<file path="config.mk">
export PLATFORM = sky130hd
export DESIGN_NAME = jtag_command_shift_engine
export DESIGN_NICKNAME = d
export VERILOG_FILES = /design/src/rtl/jcse_pkg.sv /design/src/rtl/jtag_command_shift_engine.sv
export SDC_FILE = /design/constraint.sdc
export NUM_CORES = 1
export LEC_CHECK = 0
export BUFFER_PORTS_ARGS = -buffer_cell sky130_fd_sc_hd__buf_2
export CAP_MARGIN = 40
export CORE_AREA = 2 2 156 158
export DETAILED_ROUTE_END_ITERATION = 10
export DIE_AREA = 0 0 158 160
export PLACE_DENSITY = 0.72
export SYNTH_ARGS = -nofsm -noshare
export SYNTH_HDL_FRONTEND = slang
export SYNTH_SLANG_ARGS = --single-unit
</file>
<file path="constraint.sdc">
create_clock -name clk -period 9.2 [get_ports clk]
set_clock_uncertainty 0.2 [all_clocks]
set_input_delay 1.38 -clock clk [delete_from_list [all_inputs] [get_ports clk]]
set_output_delay 1.38 -clock clk [all_outputs]
set_load 0.05 [all_outputs]
</file>
<file path="src/rtl/jcse_pkg.sv">
package jcse_pkg;

    // fixed geometry of the scan chain
    localparam int IR_LENGTH = 5;
    localparam int WORD_BITS = 32;

    // command codes
    localparam logic [2:0] CMD_TICK       = 3'd0;
    localparam logic [2:0] CMD_SHORT_SCAN = 3'd1;
    localparam logic [2:0] CMD_DATA_WRITE = 3'd2;
    localparam logic [2:0] CMD_WORD_SCAN  = 3'd3;
    localparam logic [2:0] CMD_TMS_WALK   = 3'd4;

    // scan modes
    localparam logic [1:0] MODE_WRITE = 2'd0;
    localparam logic [1:0] MODE_READ  = 2'd1;
    localparam logic [1:0] MODE_RW    = 2'd2;

    // word scan entry paths
    localparam logic [1:0] ENTRY_NONE  = 2'd0;
    localparam logic [1:0] ENTRY_SHORT = 2'd1;
    localparam logic [1:0] ENTRY_LONG  = 2'd2;

    // word scan exit paths
    localparam logic [1:0] EXIT_STAY  = 2'd0;
    localparam logic [1:0] EXIT_IDLE  = 2'd1;
    localparam logic [1:0] EXIT_PAUSE = 2'd2;
    localparam logic [1:0] EXIT_ONLY  = 2'd3;

    // configuration register indexes
    localparam logic [1:0] CFG_DATA_INSTR = 2'd0;
    localparam logic [1:0] CFG_CTRL_INSTR = 2'd1;
    localparam logic [1:0] CFG_CTRL_WORD  = 2'd2;

    localparam logic [4:0]  DATA_INSTR_RESET = 5'h09;
    localparam logic [4:0]  CTRL_INSTR_RESET = 5'h0a;
    localparam logic [31:0] CTRL_WORD_RESET  = 32'h8000_c000;

    // tms path patterns, lsb first, with their lengths
    localparam logic [31:0] PAT_IR_ENTRY  = 32'h0000_0003;
    localparam logic [7:0]  LEN_IR_ENTRY  = 8'd4;
    localparam logic [31:0] PAT_IR7_ENTRY = 32'd27;
    localparam logic [7:0]  LEN_IR7_ENTRY = 8'd7;
    localparam logic [31:0] PAT_EXIT      = 32'h0000_0001;
    localparam logic [7:0]  LEN_EXIT      = 8'd2;
    localparam logic [31:0] PAT_DR_ENTRY  = 32'h0000_0001;
    localparam logic [7:0]  LEN_DR_ENTRY  = 8'd3;
    localparam logic [31:0] PAT_DR7_ENTRY = 32'd23;
    localparam logic [7:0]  LEN_DR7_ENTRY = 8'd7;
    localparam logic [31:0] PAT_PAUSE     = 32'h0000_0000;
    localparam logic [7:0]  LEN_PAUSE     = 8'd1;

    localparam logic [3:0] SEG_COUNT_MAX = 4'd12;

    typedef struct packed {
        logic [2:0]  cmd;
        logic [3:0]  scan_length;
        logic [31:0] scan_data;
        logic [1:0]  scan_mode;
        logic [1:0]  entry_path;
        logic [1:0]  exit_path;
        logic [7:0]  walk_bits;
        logic [3:0]  walk_first;
        logic [7:0]  walk_end;
        logic        tdo;
    } cmd_item_t;

    typedef struct packed {
        logic        tms;
        logic        tdi;
        logic        last_bit;
        logic        read_valid;
        logic [31:0] read_data;
    } rsp_item_t;

    typedef struct packed {
        logic [3:0] scan_length;
        logic [1:0] scan_mode;
        logic [1:0] entry_path;
        logic [1:0] exit_path;
        logic [7:0] walk_bits;
        logic [3:0] walk_first;
        logic [7:0] walk_end;
    } opt_t;

    typedef struct packed {
        logic        is_scan;
        logic [7:0]  len;
        logic [31:0] bits;
        logic        last_tms;
        logic        cap;
        logic        final_seg;
    } seg_t;

endpackage

</file>
<file path="src/rtl/jtag_command_shift_engine.sv">
// channel | direction | handshake            | beat payload
// cmd     | in        | cmd_valid/cmd_stall  | jcse_pkg::cmd_item_t (command fields and tdo)
// rsp     | out       | rsp_valid/rsp_stall  | jcse_pkg::rsp_item_t (tms, tdi, last, read data)
// cfg     | in        | cfg_valid/cfg_ready  | cfg_index (register) and cfg_data
//
// one cmd beat in every clock while cmd_stall is low; each beat that starts a command
// or arrives while busy gives one rsp beat, a single tck cycle, registered (rsp or skid)
// the sequence logic is one pass between the state registers and the rsp register
// a two-entry output (rsp register plus skid) takes one more cmd beat while rsp is stalled
// cmd_stall rises only once the skid entry is full
// reset (asynchronous, rst_n low): engine idle, state and cfg registers at defaults
module jtag_command_shift_engine
(
    input  logic                  clk,
    input  logic                  rst_n,
    input  logic                  cmd_valid,
    output logic                  cmd_stall,
    input  jcse_pkg::cmd_item_t   cmd_data,
    output logic                  rsp_valid,
    input  logic                  rsp_stall,
    output jcse_pkg::rsp_item_t   rsp_data,
    input  logic                  cfg_valid,
    output logic                  cfg_ready,
    input  logic [1:0]            cfg_index,
    input  logic [31:0]           cfg_data
);
    import jcse_pkg::*;

    // configuration registers, read live by the data word write
    logic [4:0]  data_instr_reg;
    logic [4:0]  ctrl_instr_reg;
    logic [31:0] ctrl_word_reg;

    // command state
    logic        busy_reg,    busy_next;
    logic [2:0]  active_reg,  active_next;
    logic [3:0]  seg_reg,     seg_next;
    logic [7:0]  bit_reg,     bit_next;
    logic [31:0] shift_reg,   shift_next;
    logic [31:0] capture_reg, capture_next;
    opt_t        opt_reg,     opt_next;

    // output register and skid entry
    logic        out_valid_reg,  out_valid_next;
    rsp_item_t   out_reg,        out_next;
    logic        skid_valid_reg, skid_valid_next;
    rsp_item_t   skid_reg,       skid_next;

    logic        accept;
    logic        start;
    logic        produce;
    logic        out_take;
    logic [2:0]  eff_cmd;
    opt_t        eff_opt;
    opt_t        in_opt;
    logic [31:0] eff_shift;
    logic [3:0]  eff_seg;
    logic [7:0]  eff_bit;
    logic [31:0] eff_capture;
    seg_t        desc;
    logic [8:0]  bit_inc;
    logic        seg_done;
    logic        last;
    logic        in_range;
    rsp_item_t   result;

    // describes segment seg of the active command's tck sequence
    function automatic seg_t seg_desc(
        input logic [2:0]  c,
        input opt_t        o,
        input logic [3:0]  seg,
        input logic [31:0] so,
        input logic [4:0]  di,
        input logic [4:0]  ci,
        input logic [31:0] cw
    );
        seg_t        d;
        logic [3:0]  n;
        logic        has_pre;
        logic [3:0]  p;
        logic        h;
        logic [3:0]  q;
        logic [31:0] data;
        logic        rd_mode;
        d         = '0;
        d.len     = 8'd1;
        data      = (o.scan_mode == MODE_READ) ? 32'd0 : so;
        rd_mode   = (o.scan_mode != MODE_WRITE);
        n         = o.scan_length;
        has_pre   = 1'b0;
        p         = seg;
        h         = 1'b0;
        q         = seg;
        unique case (c)
            CMD_SHORT_SCAN:
            begin
                if (o.scan_length == 4'd0)
                begin
                    n = 4'd1;
                end
                else if (o.scan_length > 4'd8)
                begin
                    n = 4'd8;
                end
                has_pre = (n == 4'd5) || (n == 4'd7);
                p       = has_pre ? seg : seg + 4'd1;
                unique case (p)
                    4'd0:
                    begin
                        d.bits = (n == 4'd5) ? PAT_IR_ENTRY : PAT_IR7_ENTRY;
                        d.len  = (n == 4'd5) ? LEN_IR_ENTRY : LEN_IR7_ENTRY;
                    end
                    4'd1:
                    begin
                        d.is_scan  = 1'b1;
                        d.bits     = {24'd0, data[7:0]};
                        d.len      = {4'd0, n};
                        d.last_tms = 1'b1;
                        d.cap      = rd_mode;
                    end
                    default:
                    begin
                        d.bits      = PAT_EXIT;
                        d.len       = LEN_EXIT;
                        d.final_seg = 1'b1;
                    end
                endcase
            end
            CMD_DATA_WRITE:
            begin
                // two halves: data word, then control word
                h = (seg >= 4'd6);
                q = h ? seg - 4'd6 : seg;
                unique case (q)
                    4'd0:
                    begin
                        d.bits = PAT_IR_ENTRY;
                        d.len  = LEN_IR_ENTRY;
                    end
                    4'd1:
                    begin
                        d.is_scan  = 1'b1;
                        d.bits     = h ? 32'(ci) : 32'(di);
                        d.len      = 8'(IR_LENGTH);
                        d.last_tms = 1'b1;
                    end
                    4'd3:
                    begin
                        d.bits = PAT_DR_ENTRY;
                        d.len  = LEN_DR_ENTRY;
                    end
                    4'd4:
                    begin
                        d.is_scan  = 1'b1;
                        d.bits     = h ? cw : so;
                        d.len      = 8'(WORD_BITS);
                        d.last_tms = 1'b1;
                    end
                    default:
                    begin
                        d.bits      = PAT_EXIT;
                        d.len       = LEN_EXIT;
                        d.final_seg = h && (q == 4'd5);
                    end
                endcase
            end
            CMD_WORD_SCAN:
            begin
                has_pre = (o.entry_path == ENTRY_SHORT) || (o.entry_path == ENTRY_LONG);
                p       = has_pre ? seg : seg + 4'd1;
                unique case (p)
                    4'd0:
                    begin
                        d.bits = (o.entry_path == ENTRY_SHORT) ? PAT_DR_ENTRY : PAT_DR7_ENTRY;
                        d.len  = (o.entry_path == ENTRY_SHORT) ? LEN_DR_ENTRY : LEN_DR7_ENTRY;
                    end
                    4'd1:
                    begin
                        d.is_scan   = 1'b1;
                        d.bits      = data;
                        d.len       = 8'(WORD_BITS);
                        d.last_tms  = (o.exit_path != EXIT_STAY);
                        d.cap       = rd_mode;
                        d.final_seg = (o.exit_path == EXIT_STAY) || (o.exit_path == EXIT_ONLY);
                    end
                    default:
                    begin
                        d.bits      = (o.exit_path == EXIT_IDLE) ? PAT_EXIT : PAT_PAUSE;
                        d.len       = (o.exit_path == EXIT_IDLE) ? LEN_EXIT : LEN_PAUSE;
                        d.final_seg = 1'b1;
                    end
                endcase
            end
            default:
            begin
                // tms walk: one path segment starting at walk_first
                d.bits      = 32'(o.walk_bits >> o.walk_first);
                d.len       = o.walk_end - 8'(o.walk_first);
                d.final_seg = 1'b1;
            end
        endcase
        return d;
    endfunction

    assign cfg_ready = 1'b1;
    assign cmd_stall = skid_valid_reg;
    assign rsp_valid = out_valid_reg;
    assign rsp_data  = out_reg;

    assign accept   = cmd_valid && !cmd_stall;
    assign out_take = out_valid_reg && !rsp_stall;

    // idle engine starts on any command but tick or a spare code; an empty walk does nothing
    assign start = !busy_reg
        && (cmd_data.cmd >= CMD_SHORT_SCAN) && (cmd_data.cmd <= CMD_TMS_WALK)
        && !((cmd_data.cmd == CMD_TMS_WALK)
             && (cmd_data.walk_end <= {4'd0, cmd_data.walk_first}));
    assign produce = accept && (busy_reg || start);

    always_comb
    begin
        in_opt.scan_length = cmd_data.scan_length;
        in_opt.scan_mode   = cmd_data.scan_mode;
        in_opt.entry_path  = cmd_data.entry_path;
        in_opt.exit_path   = cmd_data.exit_path;
        in_opt.walk_bits   = cmd_data.walk_bits;
        in_opt.walk_first  = cmd_data.walk_first;
        in_opt.walk_end    = cmd_data.walk_end;
    end

    // while busy the command fields are ignored and the latched copy is used
    assign eff_cmd     = busy_reg ? active_reg  : cmd_data.cmd;
    assign eff_opt     = busy_reg ? opt_reg     : in_opt;
    assign eff_shift   = busy_reg ? shift_reg   : cmd_data.scan_data;
    assign eff_seg     = busy_reg ? seg_reg     : 4'd0;
    assign eff_bit     = busy_reg ? bit_reg     : 8'd0;
    assign eff_capture = busy_reg ? capture_reg : 32'd0;

    assign desc = seg_desc(eff_cmd, eff_opt, eff_seg, eff_shift,
                           data_instr_reg, ctrl_instr_reg, ctrl_word_reg);

    assign in_range = (eff_bit < 8'd32);
    assign bit_inc  = {1'b0, eff_bit} + 9'd1;
    assign seg_done = (bit_inc >= {1'b0, desc.len});
    assign last     = seg_done && desc.final_seg;

    // one tck cycle: tms/tdi for this bit, tdo folded into the capture
    always_comb
    begin
        capture_next = eff_capture;
        result       = '0;
        if (desc.is_scan)
        begin
            result.tdi = in_range && desc.bits[eff_bit[4:0]];
            result.tms = (bit_inc == {1'b0, desc.len}) && desc.last_tms;
            if (desc.cap && in_range && cmd_data.tdo)
            begin
                capture_next = eff_capture | (32'd1 << eff_bit[4:0]);
            end
        end
        else
        begin
            result.tms = in_range && desc.bits[eff_bit[4:0]];
        end
        result.last_bit   = last;
        result.read_valid = last
            && ((eff_cmd == CMD_SHORT_SCAN) || (eff_cmd == CMD_WORD_SCAN))
            && (eff_opt.scan_mode != MODE_WRITE);
        result.read_data  = result.read_valid ? capture_next : 32'd0;
    end

    // command state advance
    always_comb
    begin
        busy_next   = busy_reg;
        active_next = active_reg;
        seg_next    = seg_reg;
        bit_next    = bit_reg;
        shift_next  = shift_reg;
        opt_next    = opt_reg;
        if (produce)
        begin
            busy_next   = !last;
            active_next = eff_cmd;
            shift_next  = eff_shift;
            opt_next    = eff_opt;
            if (seg_done)
            begin
                bit_next = 8'd0;
                seg_next = last ? 4'd0 : eff_seg + 4'd1;
            end
            else
            begin
                bit_next = bit_inc[7:0];
                seg_next = eff_seg;
            end
        end
    end

    // output register with one skid entry behind it
    always_comb
    begin
        out_valid_next  = out_valid_reg;
        out_next        = out_reg;
        skid_valid_next = skid_valid_reg;
        skid_next       = skid_reg;
        if (out_take || !out_valid_reg)
        begin
            if (skid_valid_reg)
            begin
                out_valid_next  = 1'b1;
                out_next        = skid_reg;
                skid_valid_next = 1'b0;
            end
            else if (produce)
            begin
                out_valid_next = 1'b1;
                out_next       = result;
            end
            else
            begin
                out_valid_next = 1'b0;
            end
        end
        else if (produce)
        begin
            skid_valid_next = 1'b1;
            skid_next       = result;
        end
    end

    always_ff @(posedge clk or negedge rst_n)
    begin
        if (!rst_n)
        begin
            data_instr_reg <= DATA_INSTR_RESET;
            ctrl_instr_reg <= CTRL_INSTR_RESET;
            ctrl_word_reg  <= CTRL_WORD_RESET;
            busy_reg       <= 1'b0;
            active_reg     <= CMD_TICK;
            seg_reg        <= 4'd0;
            bit_reg        <= 8'd0;
            capture_reg    <= 32'd0;
            out_valid_reg  <= 1'b0;
            skid_valid_reg <= 1'b0;
        end
        else
        begin
            if (cfg_valid && cfg_ready)
            begin
                priority case (cfg_index)
                    CFG_DATA_INSTR: data_instr_reg <= cfg_data[4:0];
                    CFG_CTRL_INSTR: ctrl_instr_reg <= cfg_data[4:0];
                    CFG_CTRL_WORD:  ctrl_word_reg  <= cfg_data;
                    default:        ;
                endcase
            end
            busy_reg       <= busy_next;
            active_reg     <= active_next;
            seg_reg        <= seg_next;
            bit_reg        <= bit_next;
            if (produce)
            begin
                capture_reg <= capture_next;
            end
            out_valid_reg  <= out_valid_next;
            skid_valid_reg <= skid_valid_next;
        end
    end

    // payload, no reset
    always_ff @(posedge clk)
    begin
        shift_reg <= shift_next;
        opt_reg   <= opt_next;
        out_reg   <= out_next;
        skid_reg  <= skid_next;
    end

    a_read_on_last: assert property (@(posedge clk) disable iff (!rst_n)
        rsp_valid && rsp_data.read_valid |-> rsp_data.last_bit)
        else $error("read data returned before the last bit");

    a_read_zero: assert property (@(posedge clk) disable iff (!rst_n)
        rsp_valid && !rsp_data.read_valid |-> (rsp_data.read_data == 32'd0))
        else $error("read data not zero on a plain beat");

    a_idle_after_last: assert property (@(posedge clk) disable iff (!rst_n)
        $fell(busy_reg) |-> $past(produce && last))
        else $error("engine went idle without a last bit");

    a_skid_behind_out: assert property (@(posedge clk) disable iff (!rst_n)
        skid_valid_reg |-> out_valid_reg)
        else $error("skid entry held with the output register empty");

    a_seg_range: assert property (@(posedge clk) disable iff (!rst_n)
        busy_reg |-> (seg_reg < SEG_COUNT_MAX))
        else $error("segment index out of range");

endmodule

</file>
Word level (Yosys, flattened, before mapping)
Index checks and enable logic that the tools add are counted.

Flip-flop bits (word level): 226. Output and inout port bits: 39. Logic and storage cells: 162.

Add/sub/neg operators: 4. Order comparisons: 8. Equal/unequal tests: 20. Shift operators: 2. Mux-type cells: 53. Bitwise logic cells: 2. Reduce and logical (&&, ||, !) cells: 45.

Operators with widths (number): $mux 32 (7); $pmux 38 s4 (1); $pmux 40 s3 (1); $pmux 38 s2 (1); $mux 36 (2); $pmux 36 s2 (1); $mux 4 (9); $or 32x32->32 (1); $shl 1x5->32 const A (1); $shr 8x4->32 (1); $mux 30 (1); $eq 4x3->1 const B (4); $logic_not 4->1 (4); $mux 8 (2); $logic_and 1x1->1 (15); $mux 5 (3); $mux 1 (13); $eq 4x1->1 const B (3); $reduce_and 2->1 (5); $add 8x1->9 const B (1); $eq 9x8->1 (1); $ge 9x8->1 (1); $pmux 1 s3 (3); $eq 2x1->1 const B (4); other kinds (26) (49).

Logic depth before layout (Yosys ltp)
Gate-level depths: netlist of run 1.

Depth in word-level cells: 18. Depth in mapped cells: 27. Mapped depth without buffers: 21.

Worst setup path before layout of run 1
Ideal clock, no wire load.

Kind: reg-to-reg. From: reg busy_reg. To: reg skid_reg[10] (netlist name), data pin. Library setup time: 259 ps. Arrival time: 5687 ps. Data required time: 8741 ps. Setup slack: 3054 ps. Stages on the path, launching flop included: 26. Path through: dfrtp_1 buf_4 buf_4 buf_2 buf_2 buf_2 buf_2 buf_2 buf_1 mux2_2 ha_1 nand2_1 o32a_1 o31ai_1 and2_2 buf_6 or3_1 o21ai_0 ha_1 nand4_1 nor2_1 a2111oi_1 a21boi_1 nand2_1 buf_2 nor2_1.

RTL lines: start, declared (line jtag_command_shift_engine.sv:35) `logic busy_reg, busy_next;`; start signal, assigned (line jtag_command_shift_engine.sv:358) `busy_reg <= busy_next;`; end signal, assigned (line jtag_command_shift_engine.sv:377) `skid_reg <= skid_next;`; end, declared (line jtag_command_shift_engine.sv:47) `rsp_item_t skid_reg, skid_next;`.

Worst setup path after layout of run 1
From: reg busy_reg. To: reg out_reg, in the netlist rsp_data[29], data pin.

Word-level cells in the longest chain between the ends: 18.

RTL lines: $mux 30 (line jtag_command_shift_engine.sv:233) `assign eff_opt = busy_reg ? opt_reg : in_opt;`; $gt 4x4->1 (line jtag_command_shift_engine.sv:101) `else if (o.scan_length > 4'd8)`; $mux 4 (line jtag_command_shift_engine.sv:101); $mux 4 (line jtag_command_shift_engine.sv:97) `if (o.scan_length == 4'd0)`; $mux 4 (line jtag_command_shift_engine.sv:94) `unique case (c)`; $eq 4x3->1, on equally long branches (line jtag_command_shift_engine.sv:105, jtag_command_shift_engine.sv:111); $logic_or 1x1->1 (line jtag_command_shift_engine.sv:105) `has_pre = (n == 4'd5) || (n == 4'd7);`; $mux 4 (line jtag_command_shift_engine.sv:106) `p = has_pre ? seg : seg + 4'd1;`; [... 3 more ...]; $ge 9x8->1 or $pmux 1 s3 (tied branches) (line jtag_command_shift_engine.sv:244, jtag_command_shift_engine.sv:94); $logic_and 1x1->1 * (line jtag_command_shift_engine.sv:245) `assign last = seg_done && desc.final_seg;`; named net last (line jtag_command_shift_engine.sv:63) `logic last;`; $logic_and 1x1->1 * (line jtag_command_shift_engine.sv:267) `&& ((eff_cmd == CMD_SHORT_SCAN) || (eff_cmd == CMD_WORD_SCAN))`; $logic_and 1x1->1 * (line jtag_command_shift_engine.sv:268) `&& (eff_opt.scan_mode != MODE_WRITE);`; $mux 32 * (line jtag_command_shift_engine.sv:269) `result.read_data = result.read_valid ? capture_next : 32'd0;`; $mux 36 * (line jtag_command_shift_engine.sv:315) `else if (produce)`; $mux 36 * (line jtag_command_shift_engine.sv:309) `if (skid_valid_reg)`; end signal, assigned (line jtag_command_shift_engine.sv:376) `out_reg <= out_next;`; end, declared (line jtag_command_shift_engine.sv:45) `rsp_item_t out_reg, out_next;`.

The timed path passes the listed nets; every way through them passes the cells marked *. The select of a mux whose other input is x is not followed. A chain may end at the register's enable or synchronous reset.

==> results of run 1 <==
[worst paths after layout]
kind / startpoint / endpoint / slack [ps]
max: busy_reg / rsp_data[29] / 2690
max in group asynchronous: rst_n / busy_reg / 6990
min in group asynchronous: rst_n / ctrl_word_reg[9] / 590
min reg2reg: capture_reg[3] / capture_reg[3] / 280
max reg2reg: busy_reg / rsp_data[29] / 2690
min: capture_reg[3] / capture_reg[3] / 280
[stage by stage]
step | utilization | worst slack, ps | instance area (µm²) | power, mW | std cells
detailed placement | 0.562 | 2790 | 13400 | 3.10 | 1560
floorplan | - | 3050 | 12500 | 2.68 | 1144
CTS | 0.595 | 2820 | 14200 | 4.07 | 1604
finish | 0.595 | 2690 | 14200 | 4.06 | 1604
global route | 0.595 | 2150 | 14200 | 4.28 | 1604
global placement | 0.560 | 2730 | 13300 | 3.07 | 1557
[layer usage]
metal / GRT usage / vias up
met5: 0 / -
met3: 0.0307 / 63
met4: 0.0729 / 0
li1: - / 4516
met1: 0.348 / 4604
met2: 0.400 / 315
[Yosys cell counts, types with 6 or more instances]
cell       count
a31oi_1       23
a22oi_1       17
a21boi_0       6
a211oi_1      15
ha_1          28
clkbuf_1      28
buf_2         11
mux2i_1       24
a21oi_1       36
buf_4          9
nand3_1       18
inv_1         42
a2111oi_0      6
or3_1          7
nor3b_1        6
nand4_1        6
o211ai_1       6
nor2_1        93
dfstp_2        7
o21ai_0       48
o31ai_1       36
buf_6          8
nand3b_1       7
nor2b_1       10
and2_1         8
dfrtp_1       85
a22o_1        18
edfxtp_1     134
mux2_2        94
xnor2_1        8
nor3_1        19
nand2b_1       6
nand2_1      144
o21a_1        13
[critical path, cell delays in order (launching register included)]
cell       delay (ps)
dfrtp_4           910
inv_1              80
buf_4             250
nor2_1            270
ha_1              350
and3_1            190
o211ai_1          170
o21a_1            240
or4_1             460
o21ai_0           390
a2111oi_0         120
a21oi_1           210
ha_1              260
nand4_1           100
nor2_1             60
a2111oi_1         770
a21boi_1          370
nand3_2           610
o31ai_1           160
[final cells by class]
type / instances / area share
Sequential cell: 226 / 0.447
Clock inverter: 15 / 0.0102
Timing Repair Buffer: 160 / 0.0622
Multi-Input combinational cell: 805 / 0.395
Inverter: 45 / 0.0119
Clock buffer: 29 / 0.0451
Tap cell: 324 / 0.0286
[kinds of logic after synthesis]
logic type               Yosys count
multiplexers                     120
flip-flops                       226
adder cells (fa/ha/maj)           29
XOR/XNOR                          11
buffers and inverters            113
AND/OR/NAND/NOR                  358
other                              1
AO/OA/AOI/OAI                    286
[power breakdown]
part           switching (mW)  internal, mW  leakage [nW]
sequential              0.140          1.32          2.45
clock                   0.400         0.554         0.378
combinational            1.04         0.606          2.81
==> results.sh, run 1 <==
export IMPL_grt_overflow=0
export IMPL_syn_inst=1144
export IMPL_vias_per_cell=5.92
export IMPL_ctsLongestPathBuffers=3
export IMPL_cts_buffers=24
export IMPL_holdWs_ps=285
export IMPL_critPathKind="reg -> reg"
export IMPL_layout_drive_gt1_share=0.263
export IMPL_cts_tree="done"
export IMPL_muxShareOfSynthArea=0.107
export IMPL_ys_top_cells_by_area="edfxtp_1 32%, dfrtp_1 17%, mux2_2 8.5%, nand2_1 4.3%, ha_1 2.8%"
export IMPL_numPortBuffers=142
export IMPL_drt_iter0_drc=734
export IMPL_area_growth_pct=13.3
export IMPL_grt_pass1_wl_um=49700
export IMPL_synth_top_family_by_area="compound AO/OA/AOI/OAI gates"
export IMPL_synth_nets=1278
export IMPL_outcome="finished clean"
export IMPL_hold_path_depth=2
export IMPL_cts_sinks=226
export IMPL_ys_warnings_count=0
export IMPL_setup_viol=0
export IMPL_mostFrequentLayoutCell="nand2_1"
export IMPL_gp_congestion=0.978
export IMPL_ir_worst_vdd_v=0.000171
export IMPL_synth_compound_area_share=0.167
export IMPL_htree_levels=1
export IMPL_wl_um=31000
export IMPL_yosysSeqAreaShare=0.507
export IMPL_synth_distinct_cells=97
export IMPL_power_density_nw_per_um2=286
export IMPL_ctsResizeCount=0
export IMPL_track_usage=0.246
export IMPL_die_w_um=158
export IMPL_via_count=9498
export IMPL_hpwl_um=22400
export IMPL_yosys_most_used_dff="edfxtp_1"
export IMPL_multi_input_area_um2=5590
export IMPL_slew_violations=0
export IMPL_rsz0062_at_grt="false"
export IMPL_dieArea_um2=25300
export IMPL_met2_wirelength_um=14500
export IMPL_grt_antenna_before_repair=0
export IMPL_synth_top_cell_by_area="edfxtp_1"
export IMPL_cp_arrival_ps=6550
export IMPL_final_cell_mix="144 x nand2_1, 141 x buf_2, 134 x edfxtp_1"
export IMPL_synth_edf_count=134
export IMPL_topRoutingLayerUsed="met4"
export IMPL_async_reset_ff_frac=0.407
export IMPL_max_slew_worst_pin_slew_ps=897
export IMPL_clock_root_buffer="clkbuf_16"
export IMPL_dr_pass1_iters=5
export IMPL_post_cts_buffers=0
export IMPL_synth_seq_cells=226
export IMPL_p_leak_nw=5.65
export IMPL_seqCellArea_um2=6340
export IMPL_ant_nets=0
export IMPL_final_hold_viol_count=0
export IMPL_drv_cap=0
export IMPL_drcViolationCount=0
export IMPL_row_count=57
export IMPL_io_pins=144
export IMPL_crit_required_ps=9240
export IMPL_n_fill_cell=2036
export IMPL_worstPathMaxFanout=56
export IMPL_clk_latency_ps=520
export IMPL_hold_path_class="reg -> reg"
export IMPL_max_freq_mhz=154
export IMPL_die_y_um=160
export IMPL_r2r_cells=18
export IMPL_max_slew_margin=0.401
export IMPL_yosys_area_share_simple=0.135
export IMPL_clk_pin_slew_ps=60
export IMPL_finalCritPeriodShare=0.707
export IMPL_period_needed_ps=6510
export IMPL_critPathCaptureType="flop"
export IMPL_start_util=0.525
export IMPL_grt_max_degree=74
export IMPL_finalSetupTns_ps=0
export IMPL_grt_pass1_vias=9242
export IMPL_coreArea_um2=23800
export IMPL_holdBufCountCts=0
export IMPL_wire_per_inst_um=19.3
export IMPL_synthAdderAreaFrac=0.0296
export IMPL_syn_area_um2=12500
export IMPL_yosys_area_share_xor_xnor=0.00771
export IMPL_startpoint_type="flop"
export IMPL_syn_avg_cell_area_um2=10.9
export IMPL_dr_wl_met3_um=1700
export IMPL_antenna_cells=0
export IMPL_wl_met1_um=13900
export IMPL_nets=1396
export IMPL_synth_top_cell_area_share=0.322
No activity file was read; power rests on OpenSTA's default activity.
==> run 2, diff against run 1 <==
--- a/config.mk
+++ b/config.mk
@@ -10,7 +10,7 @@
 export CORE_AREA = 2 2 156 158
 export DETAILED_ROUTE_END_ITERATION = 10
 export DIE_AREA = 0 0 158 160
-export PLACE_DENSITY = 0.72
+export PLACE_DENSITY = 0.74
 export SYNTH_ARGS = -nofsm -noshare
 export SYNTH_HDL_FRONTEND = slang
 export SYNTH_SLANG_ARGS = --single-unit
==> constraint.sdc (replaced) <==
create_clock -name clk -period 5.85 [get_ports clk]
set_clock_uncertainty 0.2 [all_clocks]
set_input_delay 0.8775 -clock clk [delete_from_list [all_inputs] [get_ports clk]]
set_output_delay 0.8775 -clock clk [all_outputs]
set_load 0.05 [all_outputs]
==> run 2 against run 1 <==
  * Clock power increased by 69%
  * First-iteration DRC count is 3.4% lower
  * Power rose by 63%
  * Sequential cell count is the same
  * Sequential power increased by 55%
  * Combinational power rose by 66%
  * Critical endpoint unchanged
  * Global-route usage increased by 0.64 points
  * Sequential share of layout area down 0.62 points
==> results.sh, run 2 (synthesis gave the netlist of run 1 again) <==
export IMPL_outcome="finished clean"
export IMPL_area_growth_pct=14.9
export IMPL_max_slew_margin=0.446
export IMPL_track_usage=0.253
export IMPL_clk_pin_slew_ps=60
export IMPL_holdBufCountCts=0
export IMPL_hold_path_class="in -> async"
export IMPL_cp_cell_sequence="inv_1 -> nor2_1 -> ha_1 -> and3_1 -> o211ai_1 -> o21a_1 -> or4_1 -> o21ai_0 -> a2111oi_0 -> a21oi_1 -> ha_1 -> nor2b_1 -> o21a_1 -> o21a_1 -> o21a_1 -> o21a_1 -> o211ai_1 -> a21boi_2 -> nand3_2 -> buf_4 -> o31ai_1"
export IMPL_grt_overflow=0
export IMPL_wl_um=31600
export IMPL_dieArea_um2=25300
export IMPL_dr_pass1_iters=5
export IMPL_setup_viol=0
export IMPL_final_cell_mix="144 x nand2_1, 141 x buf_2, 134 x edfxtp_1"
export IMPL_rsz0062_at_grt="false"
export IMPL_drv_cap=0
export IMPL_drcViolationCount=0
export IMPL_cp_arrival_ps=5380
export IMPL_nets=1415
export IMPL_cp_top_family="compound AO/OA/AOI/OAI gates"
export IMPL_vias_per_cell=5.90
export IMPL_row_count=57
export IMPL_drt_iter0_drc=709
export IMPL_layout_drive_gt1_share=0.273
export IMPL_critPathCaptureType="flop"
export IMPL_htree_levels=1
export IMPL_fin_util=0.603
export IMPL_cts_sinks=226
export IMPL_max_slew_worst_pin_slew_ps=829
export IMPL_slew_violations=0
export IMPL_ir_worst_vdd_v=0.000271
export IMPL_antenna_cells=0
export IMPL_power_density_nw_per_um2=460
export IMPL_ant_nets=0
export IMPL_crit_path_top_delay_cell="dfrtp_4"
export IMPL_critPathKind="reg -> reg"
export IMPL_finalSetupTns_ps=0
export IMPL_start_util=0.525
export IMPL_ctsLongestPathBuffers=3
export IMPL_p_leak_nw=5.76
export IMPL_cts_buffers=24
export IMPL_finalCritPeriodShare=0.910
export IMPL_clock_root_buffer="clkbuf_16"
export IMPL_coreArea_um2=23800
export IMPL_cts_tree="done"
export IMPL_swShare=0.383
export IMPL_via_count=9572
export IMPL_startpoint_type="flop"
export IMPL_post_cts_buffers=0
export IMPL_mostFrequentLayoutCell="nand2_1"
export IMPL_holdWs_ps=71.2
export IMPL_clockPowerShare=0.244
export IMPL_wire_per_inst_um=19.4
export IMPL_p_int_mw=4.08
export IMPL_hpwl_um=22600
export IMPL_io_pins=144
export IMPL_cp_buffers_inverters=2
export IMPL_crit_top_cell="o21a_1"
export IMPL_combinationalPowerShare=0.413
export IMPL_numPortBuffers=142
export IMPL_grt_pass1_vias=9353
export IMPL_gp_congestion=0.923
export IMPL_die_y_um=160
export IMPL_crit_path_max_incr_delay_ps=680
export IMPL_clk_latency_ps=540
export IMPL_die_w_um=158
export IMPL_crit_required_ps=5900
export IMPL_grt_pass1_wl_um=50300
export IMPL_worstPathMaxFanout=34
export IMPL_seq_power_share=0.342
export IMPL_p_switching_mw=2.53
export IMPL_ctsResizeCount=0
export IMPL_period_needed_ps=5330
export IMPL_final_hold_viol_count=0
export IMPL_grt_antenna_before_repair=0
export IMPL_grt_max_degree=74
export IMPL_max_freq_mhz=188
-- run 2: metrics by stage --
| step | std cells | setup slack, ps | power [mW] | cell area [µm²] |
|---|---|---|---|---|
| finish | 1623 | 525 | 6.60 | 14400 |
| global route | 1623 | 125 | 6.96 | 14400 |
| CTS | 1623 | 561 | 6.62 | 14400 |
| detailed placement | 1579 | 550 | 4.99 | 13500 |
| global placement | 1577 | 717 | 4.93 | 13500 |
| floorplan | 1144 | 22.2 | 4.23 | 12500 |
-- run 2: path summary, 6_finish.rpt --
path,slack [ps],cells after the start,from,to
worst max-delay path,520,21,busy_reg,rsp_data[29]
worst max register to register,520,21,busy_reg,rsp_data[29]
max in group asynchronous,4140,2,rst_n,busy_reg
worst min-delay path,70,1,rst_n,ctrl_word_reg[9]
min in group clk,280,2,capture_reg[21],capture_reg[21]
worst min register to register,280,2,capture_reg[21],capture_reg[21]
-- run 2: layout make-up --
class,count,area [µm²]
Clock buffer,28,616
Clock inverter,16,220
Fill cell,2019,9450
Inverter,45,169
Multi-Input combinational cell,805,5600
Sequential cell,226,6340
Tap cell,324,405
Timing Repair Buffer,179,1020
-- run 2: power groups by stage --
stage | clock network [mW] | logic, mW | registers (mW)
after detailed placement | 0 | 2.70 | 2.29
after floorplan | 0 | 1.84 | 2.39
after global routing | 1.71 | 2.96 | 2.29
after global placement | 0 | 2.66 | 2.27
after CTS | 1.64 | 2.72 | 2.26
final | 1.61 | 2.73 | 2.26
-- run 2: routing by layer --
metal / global-route usage / wire length [µm] / vias to the layer above
li1: - / - / 4534
met1: 0.362 / 13900 / 4649
met2: 0.403 / 14900 / 326
met3: 0.0347 / 1950 / 63
met4: 0.0741 / 823 / 0
met5: 0 / 0 / -
-- run 2: worst register-to-register path: cells and delay by family (launching register included) --
family                   cells  cell delay [ps]
AO/OA/AOI/OAI               12             2170
AND/OR/NAND/NOR              5             1040
adder cells (fa/ha/maj)      2              500
buffers and inverters        2              440
flip-flops                   1              680
==> run 3, diff against run 2 <==
--- a/config.mk
+++ b/config.mk
@@ -5,12 +5,13 @@
 export SDC_FILE = /design/constraint.sdc
 export NUM_CORES = 1
 export LEC_CHECK = 0
-export BUFFER_PORTS_ARGS = -buffer_cell sky130_fd_sc_hd__buf_2
+export ABC_CLOCK_PERIOD_IN_PS = 5850
 export CAP_MARGIN = 40
 export CORE_AREA = 2 2 156 158
 export DETAILED_ROUTE_END_ITERATION = 10
 export DIE_AREA = 0 0 158 160
-export PLACE_DENSITY = 0.74
+export DONT_BUFFER_PORTS = 1
+export PLACE_DENSITY = 0.69
 export SYNTH_ARGS = -nofsm -noshare
 export SYNTH_HDL_FRONTEND = slang
 export SYNTH_SLANG_ARGS = --single-unit
==> run 3 against run 2 <==
  * Sequential share of layout area is 2.5 points higher
  * Sequential power is 8% higher
  * Largest cell class unchanged
  * Routed wire length is 2.9% lower
  * Setup slack worse by 56 ps
  * Critical endpoint is now rsp_data[3]
  * Die area stayed put
  * Clock power is 7% lower
  * Register-to-register slack worse by 60 ps
  * Utilization is 3.2 points lower
==> results.sh, run 3 (synthesis gave the netlist of run 1 again) <==
export IMPL_startpoint_type="flop"
export IMPL_final_hold_viol_count=0
export IMPL_period_needed_ps=5380
export IMPL_place_worst_setup_slack_ps=266
export IMPL_slew_violations=0
export IMPL_ir_worst_vdd_v=0.000267
export IMPL_n_fill_cell=2068
export IMPL_cts_sinks=226
export IMPL_htree_levels=1
export IMPL_nets=1270
export IMPL_seq_power_share=0.381
export IMPL_setup_viol=0
export IMPL_die_w_um=158
export IMPL_fin_util=0.571
export IMPL_clock_root_buffer="clkbuf_16"
export IMPL_holdWs_ps=57.9
export IMPL_ant_nets=0
export IMPL_finalCritPeriodShare=0.920
export IMPL_hpwl_um=22100
export IMPL_gp_congestion=0.911
export IMPL_max_slew_margin=0.469
export IMPL_drt_iter0_drc=653
export IMPL_cts_tree="done"
export IMPL_power_density_nw_per_um2=470
export IMPL_area_growth_pct=8.78
export IMPL_p_int_mw=3.92
export IMPL_max_slew_worst_pin_slew_ps=789
export IMPL_grt_overflow=0
export IMPL_grt_pass1_vias=8822
export IMPL_crit_required_ps=5880
export IMPL_cts_buffers=24
export IMPL_io_pins=144
export IMPL_p_switching_mw=2.48
export IMPL_seqCellArea_um2=6340
export IMPL_die_y_um=160
export IMPL_finalPower_mw=6.40
export IMPL_dr_pass1_iters=5
export IMPL_swShare=0.387
export IMPL_grt_antenna_before_repair=1
export IMPL_numPortBuffers=0
export IMPL_clockPowerShare=0.235
export IMPL_hold_path_class="in -> async"
export IMPL_clk_latency_ps=540
export IMPL_combinationalPowerShare=0.384
export IMPL_finalSetupTns_ps=0
export IMPL_mostFrequentLayoutCell="nand2_1"
export IMPL_final_cell_mix="144 x nand2_1, 134 x edfxtp_1, 94 x mux2_2"
export IMPL_grt_max_degree=93
export IMPL_coreArea_um2=23800
export IMPL_rsz0062_at_grt="false"
export IMPL_setup_slack_ps=469
export IMPL_clk_pin_slew_ps=60
export IMPL_worstPathMaxFanout=32
export IMPL_wl_um=30700
export IMPL_via_count=9005
export IMPL_row_count=57
export IMPL_grt_pass1_wl_um=49100
export IMPL_track_usage=0.244
export IMPL_p_leak_nw=5.16
export IMPL_outcome="finished clean"
export IMPL_critPathKind="reg -> reg"
export IMPL_critPathCaptureType="flop"
export IMPL_cp_arrival_ps=5420
export IMPL_ctsLongestPathBuffers=3
export IMPL_vias_per_cell=6.08
export IMPL_multi_input_area_um2=5610
export IMPL_drv_cap=0
export IMPL_layout_drive_gt1_share=0.181
export IMPL_max_freq_mhz=186
export IMPL_start_util=0.525
export IMPL_dieArea_um2=25300
export IMPL_drcViolationCount=0
export IMPL_wire_per_inst_um=20.7
==> run 3: through the flow <==
| stage | area, µm² | cells |
|---|---|---|
| after floorplan | 12500 | 1144 |
| after global placement | 12800 | 1432 |
| after detailed placement | 12800 | 1433 |
| after CTS | 13600 | 1478 |
| after global routing | 13600 | 1478 |
| final | 13600 | 1480 |
==> run 3: power by group through the flow <==
stage | combinational [mW] | clock [mW] | sequential (mW)
2_1_floorplan | 1.84 | 0 | 2.39
3_3_place_gp | 2.37 | 0 | 2.46
3_5_place_dp | 2.40 | 0 | 2.47
4_1_cts | 2.43 | 1.53 | 2.44
5_1_grt | 2.67 | 1.60 | 2.47
6_report | 2.45 | 1.50 | 2.44
==> run 3: what timing repair did <==
item                                    in CTS  in global routing
endpoints found under the setup margin       0                 17
buffers inserted                             0                  0
resized for setup                            0                  1
endpoints found under the hold margin       92                  0
hold buffers                                 1                  0
==> run 3: final timing paths <==
check | to | slack [ps] | cells past startpoint | from
setup reg to reg | rsp_data[3] | 470 | 20 | busy_reg
max in group asynchronous | cmd_stall | 4990 | 1 | rst_n
hold / removal | ctrl_word_reg[18] | 60 | 1 | rst_n
hold reg to reg | capture_reg[3] | 270 | 2 | capture_reg[3]
setup / recovery | rsp_data[3] | 470 | 20 | busy_reg
min in group clk | capture_reg[3] | 270 | 2 | capture_reg[3]
==> run 3: layout make-up <==
type,instances,area share
clock inverters,6,0.00515
flip-flops and latches,226,0.466
clock buffers,38,0.0525
diodes,2,0.000368
well taps,324,0.0298
repair buffers,34,0.0212
multi-input cells,805,0.412
inverters,45,0.0124
==> run 3: critical path, stage by stage, from the launching register on <==
cell and delay, ps:
dfrtp_4 600, buf_4 400, mux2_2 400, ha_1 400, nand2_1 150, o32a_1 140, o31ai_1 90, or3_1 320
mux2i_1 140, o21ai_0 110, ha_1 330, nor2b_1 140, o21a_1 170, o21a_1 160, o21a_1 170, o21a_1 160
o211ai_1 260, a21boi_2 180, nand2_1 100, buf_4 320, o31ai_1 140
==> run 3: layer usage <==
layer  vias to the layer above  global-route usage  part of all wire
met2                       278               0.382              0.46
li1                       4267                   -                 -
met3                        59              0.0488             0.062
met1                      4401               0.345              0.45
met4                         0              0.0713             0.027
met5                         -                   0                 0
